[src/sv/sparse_coo_matrix_multiply_top_assert.svh]
// Assertion macros used by the sparse COO multiply engine
`ifndef SPARSE_COO_MATRIX_MULTIPLY_TOP_ASSERT_SVH
`define SPARSE_COO_MATRIX_MULTIPLY_TOP_ASSERT_SVH

// Check a property on every clock edge outside reset
`define SCM_ASSERT(lbl, prop, msg) \
    lbl: assert property (@(posedge aclk) disable iff (!aresetn) prop) else $error(msg);

// Check a property on every clock edge, reset included
`define SCM_ASSERT_ALWAYS(lbl, prop, msg) \
    lbl: assert property (@(posedge aclk) prop) else $error(msg);

`endif

[src/sv/scm_pkg.sv]
// Types and constants of the sparse COO matrix multiply block
package scm_pkg;

    localparam int LEFT_CAP    = 16;
    localparam int RIGHT_CAP   = 16;
    localparam int RES_CAP     = 64;
    localparam int DIMENSION   = 256;

    localparam int LEFT_IW  = $clog2(LEFT_CAP);
    localparam int LEFT_CW  = $clog2(LEFT_CAP + 1);
    localparam int RIGHT_IW = $clog2(RIGHT_CAP);
    localparam int RIGHT_CW = $clog2(RIGHT_CAP + 1);
    localparam int RES_IW   = $clog2(RES_CAP);
    localparam int RES_CW   = $clog2(RES_CAP + 1);

    localparam int QUEUE_DEPTH = 4;
    localparam int QUEUE_AW    = $clog2(QUEUE_DEPTH);
    localparam int QUEUE_CW    = $clog2(QUEUE_DEPTH + 1);

    localparam logic [1:0] CMD_LOAD_LEFT  = 2'd0;
    localparam logic [1:0] CMD_LOAD_RIGHT = 2'd1;
    localparam logic [1:0] CMD_MULTIPLY   = 2'd2;

    localparam logic [30:0] THR_RESET = 31'd1311;

    typedef struct packed {
        logic [1:0]         cmd;
        logic [7:0]         row;
        logic [7:0]         col;
        logic signed [31:0] value;
    } scm_item_t;

    typedef struct packed {
        logic      valid;
        scm_item_t item;
    } scm_push_t;

    typedef struct packed {
        logic      valid;
        scm_item_t item;
    } scm_head_t;

    typedef struct packed {
        logic [7:0]         row;
        logic [7:0]         col;
        logic signed [31:0] value;
    } scm_entry_t;

endpackage

[src/sv/scm_queue.sv]
// Short command queue between front end and engine
module scm_queue (
    input  logic                aclk,
    input  logic                aresetn,
    input  scm_pkg::scm_push_t  push,
    input  logic                pop,
    output scm_pkg::scm_head_t  head,
    output logic                full
);

    scm_pkg::scm_item_t                 slot_reg [scm_pkg::QUEUE_DEPTH];
    logic [scm_pkg::QUEUE_AW-1:0]       wr_ptr_reg;
    logic [scm_pkg::QUEUE_AW-1:0]       rd_ptr_reg;
    logic [scm_pkg::QUEUE_CW-1:0]       count_reg;
    logic                               do_push;
    logic                               do_pop;

    assign full       = (count_reg == scm_pkg::QUEUE_CW'(scm_pkg::QUEUE_DEPTH));
    assign do_push    = push.valid && !full;
    assign do_pop     = pop && (count_reg != '0);
    assign head.valid = (count_reg != '0);
    assign head.item  = slot_reg[rd_ptr_reg];

    always_ff @(posedge aclk) begin
        if (do_push) begin
            slot_reg[wr_ptr_reg] <= push.item;
        end
    end

    always_ff @(posedge aclk) begin
        if (!aresetn) begin
            wr_ptr_reg <= '0;
            rd_ptr_reg <= '0;
            count_reg  <= '0;
        end else begin
            if (do_push) begin
                wr_ptr_reg <= wr_ptr_reg + 1'b1;
            end
            if (do_pop) begin
                rd_ptr_reg <= rd_ptr_reg + 1'b1;
            end
            if (do_push && !do_pop) begin
                count_reg <= count_reg + 1'b1;
            end else if (!do_push && do_pop) begin
                count_reg <= count_reg - 1'b1;
            end
        end
    end

endmodule

[config.mk]
export PLATFORM = sky130hd
export DESIGN_NAME = scm_queue
export DESIGN_NICKNAME = d
export VERILOG_FILES = /design/src/sv/sparse_coo_matrix_multiply_top_assert.svh /design/src/sv/scm_pkg.sv /design/src/sv/scm_queue.sv
export SDC_FILE = /design/constraint.sdc
export NUM_CORES = 1
export LEC_CHECK = 0
export BUFFER_PORTS_ARGS = -buffer_cell sky130_fd_sc_hd__buf_2
export CORE_ASPECT_RATIO = 1.5
export CORE_MARGIN = 2
export CORE_UTILIZATION = 55
export DETAILED_ROUTE_END_ITERATION = 6
export PLACE_DENSITY_LB_ADDON = 0.1
export RECOVER_POWER = 50
export SYNTH_ARGS = -nofsm -noshare
export SYNTH_HDL_FRONTEND = slang
export SYNTH_SLANG_ARGS = --single-unit
[constraint.sdc]
create_clock -name aclk -period 3.3 [get_ports aclk]
set_input_delay 0.66 -clock aclk [delete_from_list [all_inputs] [get_ports aclk]]
set_output_delay 0.66 -clock aclk [all_outputs]
set_load 0.1 [all_outputs]
==> metrics.md, run 1 <==
| Metric | Value |
|---|---|
| Vias in the first global route | `3562` |
| Max Clk Rate | `352 MHz` |
| Distinct cells, synth | `23` |
| Dpl ws | `0.711 ns` |
| Skew final | `0.0153 ns` |
| DRT Pass-1 Iters | `4` |
| Max reg flops | `200` |
| Worst-margin pin slew | `1.43 ns` |
| Relative slew slack | `4.76%` |
| Clock buffer depth | `3` |
| DIE WIDTH | `101 um` |
| Final setup fails | `0` |
| Gr usage total | `17.3%` |
| Post-DP HPWL | `7780 um` |
| Global-route wire length before repair | `19300 um` |
| RR Endpoint | `slot_reg[2][23]` |
| Routed via count | `3378` |
| Commonest non-fill, non-tap cell in the layout | `edfxtp_1` |
| Layout Nets | `492` |
| Core Region | `13900 um^2` |
| Cells after Synth | `310` |
| TritonCTS clock tree | `built` |
| Port bufs | `105` |
| 1st-iter DRT viols | `161` |
| Ports | `106` |
| Clock transition at path regs | `0.06 ns` |
| Final worst setup slack | `0.459 ns` |
| Antenna Nets Post-Route | `0` |
| Crit path cell chain | `buf_4, mux4_2, buf_2` |
| Routed wire length | `12600 um` |
| Number of CTS-inserted buffers | `19` |
| RePlAce Congestion | `0.692` |
| Layout cells sized above 1 | `32.2%` |
| CP max stage delay | `0.60 ns` |
| Hold endpoint | `slot_reg[1][3]` |
| Slew Viols, Final | `0` |
| Starting Density | `55.7%` |
| Max layer used | `met4` |
| DR WL/cell | `20.7 um` |
| Largest net degree at the start of global routing | `37` |
| Worst r2r path cells | `4` |
| Status | `finished, final reports clean` |
| Critical Path Slowest Stage Cell | `dfxtp_4` |
| Die height | `149 um` |
| Setup Crit Path Kind | `reg -> out` |
| Clock insertion delay at the later pin of the skew report | `0.48 ns` |
| Met3 wire length | `636 um` |
| Post-Synthesis Cell Area | `7760 um^2` |
| Yosys warnings | `0` |
| Layout Cells excl Fill | `609` |
| Fin. Hold Viols | `0` |
| Worst setup SP type | `flop` |
| Hold Crit Depth | `1` |
| WP data required | `2.64 ns` |
| Synthesized Nets | `370` |
| Crit share post-route | `86.1%` |
| Critical path's top delay family | `flip-flops` |
| ANT cells | `0` |
| Initial antenna violation count | `0` |
| FILL cells | `962` |
| Critical Path Stages | `3` |
| Crit path time final | `2.84 ns` |
| Launching point of the worst reg2reg path | `count_reg[0]` |
| Mean Syn Cell Area | `25.0 um^2` |
| Full die area | `15100 um^2` |
| R2r setup slk | `0.54 ns` |
| HP Start | `push[3]` |
| RSZ-0062 raised after global routing | `no` |
| Vias per Instance | `5.55` |
| H-tree levels | `1` |
| Setup TNS | `0 ns` |
| CTS sink cnt | `209` |
| Metal2 WL | `6670 um` |
| Worst Setup End Kind | `primary output` |
| Row cnt | `53` |
| Cts repair resizes | `0` |
| Metal-1 WL | `5070 um` |
| Maximum fanout along the worst path | `19` |
| Total congestion overflow | `0` |
| Drt drc | `0` |
| Worst EP arrival | `2.18 ns` |
| Post-placement cell count | `576` |
| Buffers and inverters on the worst path | `2` |
| Commonest cells after routing, fill and taps aside | `edfxtp_1, clkbuf_1, buf_2` |
| CTS Hold Buffers Added | `0` |
| Max-Cap Viols | `0` |
| Sequential fraction of the synthesis area | `79.8%` |
| Setup repair bufs after CTS | `0` |
| Synth-to-Final Area Change | `16.2%` |
| Clk root buf | `clkbuf_16` |
| Hold Crit Class | `in -> reg` |
| Synthesized flop and latch total | `209` |
==> through the flow <==
step | hold WS, ns | utilization [%] | cell area [um^2]
6_report | 0.437 | 64.7 | 9020
5_1_grt | 0.433 | 64.7 | 9020
4_1_cts | 0.374 | 65.3 | 9090
3_5_place_dp | 0.499 | 61.2 | 8520
3_3_place_gp | 0.476 | 61.2 | 8520
2_1_floorplan | 0.468 | - | 7760
==> area by class of cell <==
class	count	area, um^2	area share [%]
well taps	165	206	2.29
inverters	3	11.3	0.125
clock inverters	9	72.6	0.805
repair buffers	115	638	7.08
multi-input cells	84	1400	15.6
flip-flops and latches	209	6190	68.7
clock buffers	24	494	5.48
==> worst reg2reg max path: cells and delay by family (launching register included) <==
family | cells | cell delay (ns)
DFF | 1 | 0.48
and+or+nand+nor | 3 | 1.67
buffers and inverters | 1 | 0.29
==> cell usage after synthesis <==
cell	n	area, um^2
and2_1	8	50.1
buf_12	5	100
o21ai_0	1	5.00
mux2i_1	3	30.0
ha_1	5	62.6
clkbuf_1	1	3.75
fa_1	1	20.0
o31ai_2	1	12.5
xnor2_1	3	26.3
xor2_1	1	8.76
buf_2	6	30.0
inv_1	3	11.3
a21boi_0	1	7.51
nor2b_1	2	12.5
mux4_2	50	1130
o311ai_1	1	8.76
edfxtp_1	200	6010
dfxtp_1	9	180
buf_6	1	11.3
nand2_1	4	15.0
buf_1	1	3.75
or3_1	2	12.5
nor3b_2	1	12.5
==> how the worst max path moves through the flow <==
stage	slack, ns	startpoint	to
after floorplan	0.21	count_reg[2]	slot_reg[0][0]
after global placement	0.83	push[50]	count_reg[2]
after detailed placement	0.71	push[50]	count_reg[2]
after CTS	0.39	flop	head[45]
after global routing	0.30	count_reg[0]	slot_reg[2][23]
final	0.46	flop	head[45]
==> layer usage <==
metal	global-route usage [%]	up-vias
met5	0	-
met4	5.27	0
met1	22.7	1733
li1	-	1546
met3	3.60	15
met2	29.4	84
==> cells by family after synthesis <==
group	count (synthesis)	synth area share [%]
flops	209	79.8
fa+ha+maj	6	1.06
xor+xnor	4	0.452
compound gates	4	0.436
simple gates	17	1.32
mux	53	14.9
buf+inv	17	2.06
Power of run 1 is left out: the tool's default activity adds up to more than one toggle a clock period on the data nets, which glitch-free logic cannot reach.
==> inputs of run 2 (changes only) <==
Settings changed: REMOVE_ABC_BUFFERS from default to 1.
==> run 2 against run 1 <==
Critical path type unchanged. Critical path depth unchanged. Non-clock buffer count is 3 higher. First-iteration DRC count up 11%. Critical endpoint is now head[16]. Sequential share of layout area up 0.35 points. Flip-flop and latch count stayed put. Cell count up 0.49%.
==> metrics.md, run 2 (synthesized netlist as in run 1, its figures left out) <==
| Metric | Value |
|---|---|
| Status | `finished, final reports clean` |
| Starting Density | `55.7%` |
| Worst-margin pin slew | `1.22 ns` |
| TritonCTS clock tree | `built` |
| Routed via count | `3474` |
| DIE WIDTH | `101 um` |
| Global-route wire length before repair | `19900 um` |
| Layout cells sized above 1 | `32.7%` |
| Final setup fails | `0` |
| Antenna Nets Post-Route | `0` |
| Clock insertion delay at the later pin of the skew report | `0.48 ns` |
| Die height | `149 um` |
| Row cnt | `53` |
| Maximum fanout along the worst path | `14` |
| DR WL/cell | `21.4 um` |
| Crit share post-route | `87.1%` |
| Worst Setup End Kind | `primary output` |
| Relative slew slack | `18.4%` |
| Hold WS | `0.429 ns` |
| Clk root buf | `clkbuf_16` |
| Fin. Hold Viols | `0` |
| Max reg flops | `200` |
| Vias in the first global route | `3701` |
| FILL cells | `989` |
| Full die area | `15100 um^2` |
| HP Start | `push[13]` |
| Initial antenna violation count | `0` |
| Drt drc | `0` |
| Ports | `106` |
| Commonest cells after routing, fill and taps aside | `edfxtp_1, clkbuf_1, buf_2` |
| RSZ-0062 raised after global routing | `no` |
| Cts repair resizes | `0` |
| CTS sink cnt | `209` |
| RePlAce Congestion | `0.749` |
| Synth-to-Final Area Change | `15.6%` |
| H-tree levels | `1` |
| CTS Hold Buffers Added | `0` |
| Clock transition at path regs | `0.06 ns` |
| Port bufs | `105` |
| Max-Cap Viols | `0` |
| ANT cells | `0` |
| Slew Viols, Final | `0` |
| Gr usage total | `17.6%` |
| Post-DP HPWL | `8150 um` |
| Vias per Instance | `5.68` |
| Worst EP arrival | `2.22 ns` |
| Commonest non-fill, non-tap cell in the layout | `edfxtp_1` |
| DRT Pass-1 Iters | `4` |
| Number of CTS-inserted buffers | `19` |
| Launching point of the worst reg2reg path | `count_reg[0]` |
| Routed wire length | `13100 um` |
| Core Region | `13900 um^2` |
| Setup Crit Path Kind | `reg -> out` |
| Layout Nets | `495` |
| WP data required | `2.64 ns` |
| Worst setup SP type | `flop` |
| Total congestion overflow | `0` |
| Skew final | `0.00804 ns` |
| Hold Crit Class | `in -> reg` |
| Setup repair bufs after CTS | `0` |
| Crit path time final | `2.88 ns` |
| Max Clk Rate | `348 MHz` |
| Clock buffer depth | `3` |
| Largest net degree at the start of global routing | `33` |
| 1st-iter DRT viols | `178` |
## run 2: cell count changes in the layout (fill, tap and decap cells not counted)
cell	change
and2_0	-1
inv_6	-1
clkbuf_1	+1
clkinv_2	+2
and2_2	+1
bufinv_16	-1
buf_4	+5
buf_12	-3
## run 2: worst paths after layout
| kind | end | slack [ns] | depth (start not counted) |
|---|---|---|---|
| worst max-delay path | head[16] | 0.42 | 3 |
| worst min-delay path | slot_reg[2][13] | 0.43 | 1 |
| worst max register to register | slot_reg[0][49] | 0.81 | 4 |
| worst min register to register | wr_ptr_reg[1] | 0.50 | 2 |
## run 2: cell type report
type / instances / area [um^2] / area share, %
tap: 165 / 206 / 2.30
sequential: 209 / 6190 / 69.0
clock inverter: 9 / 43.8 / 0.488
inverter: 3 / 11.3 / 0.126
multi-input combinational: 84 / 1400 / 15.7
timing repair buffer: 118 / 619 / 6.90
clock buffer: 24 / 494 / 5.51
## run 2: layer usage
metal,routed length [um],vias up,global-route usage (%),share of wire [%]
met2,6880,94,30.3,52
met3,704,16,3.55,5.4
met5,0,-,0,0
met1,5300,1813,23.1,40
met4,241,0,5.00,1.8
li1,-,1551,-,-
## run 2: stage by stage
| stage | TNS, ns | cells | util (%) | setup slack, ns | instance area [um^2] |
|---|---|---|---|---|---|
| 2_1_floorplan | -22.82 | 296 | - | -0.456 | 7610 |
| 3_3_place_gp | 0 | 579 | 61.1 | 0.811 | 8510 |
| 3_5_place_dp | 0 | 579 | 61.1 | 0.768 | 8510 |
| 4_1_cts | 0 | 612 | 65.0 | 0.357 | 9050 |
| 5_1_grt | 0 | 612 | 64.4 | 0.304 | 8970 |
| 6_report | 0 | 612 | 64.4 | 0.424 | 8970 |
## run 2: worst max-delay path, stage by stage (launching register included)
cell and delay (ns):
dfxtp_4 0.54, buf_4 0.34, mux4_2 0.55, buf_2 0.31
Power of run 2 is left out for the same reason.
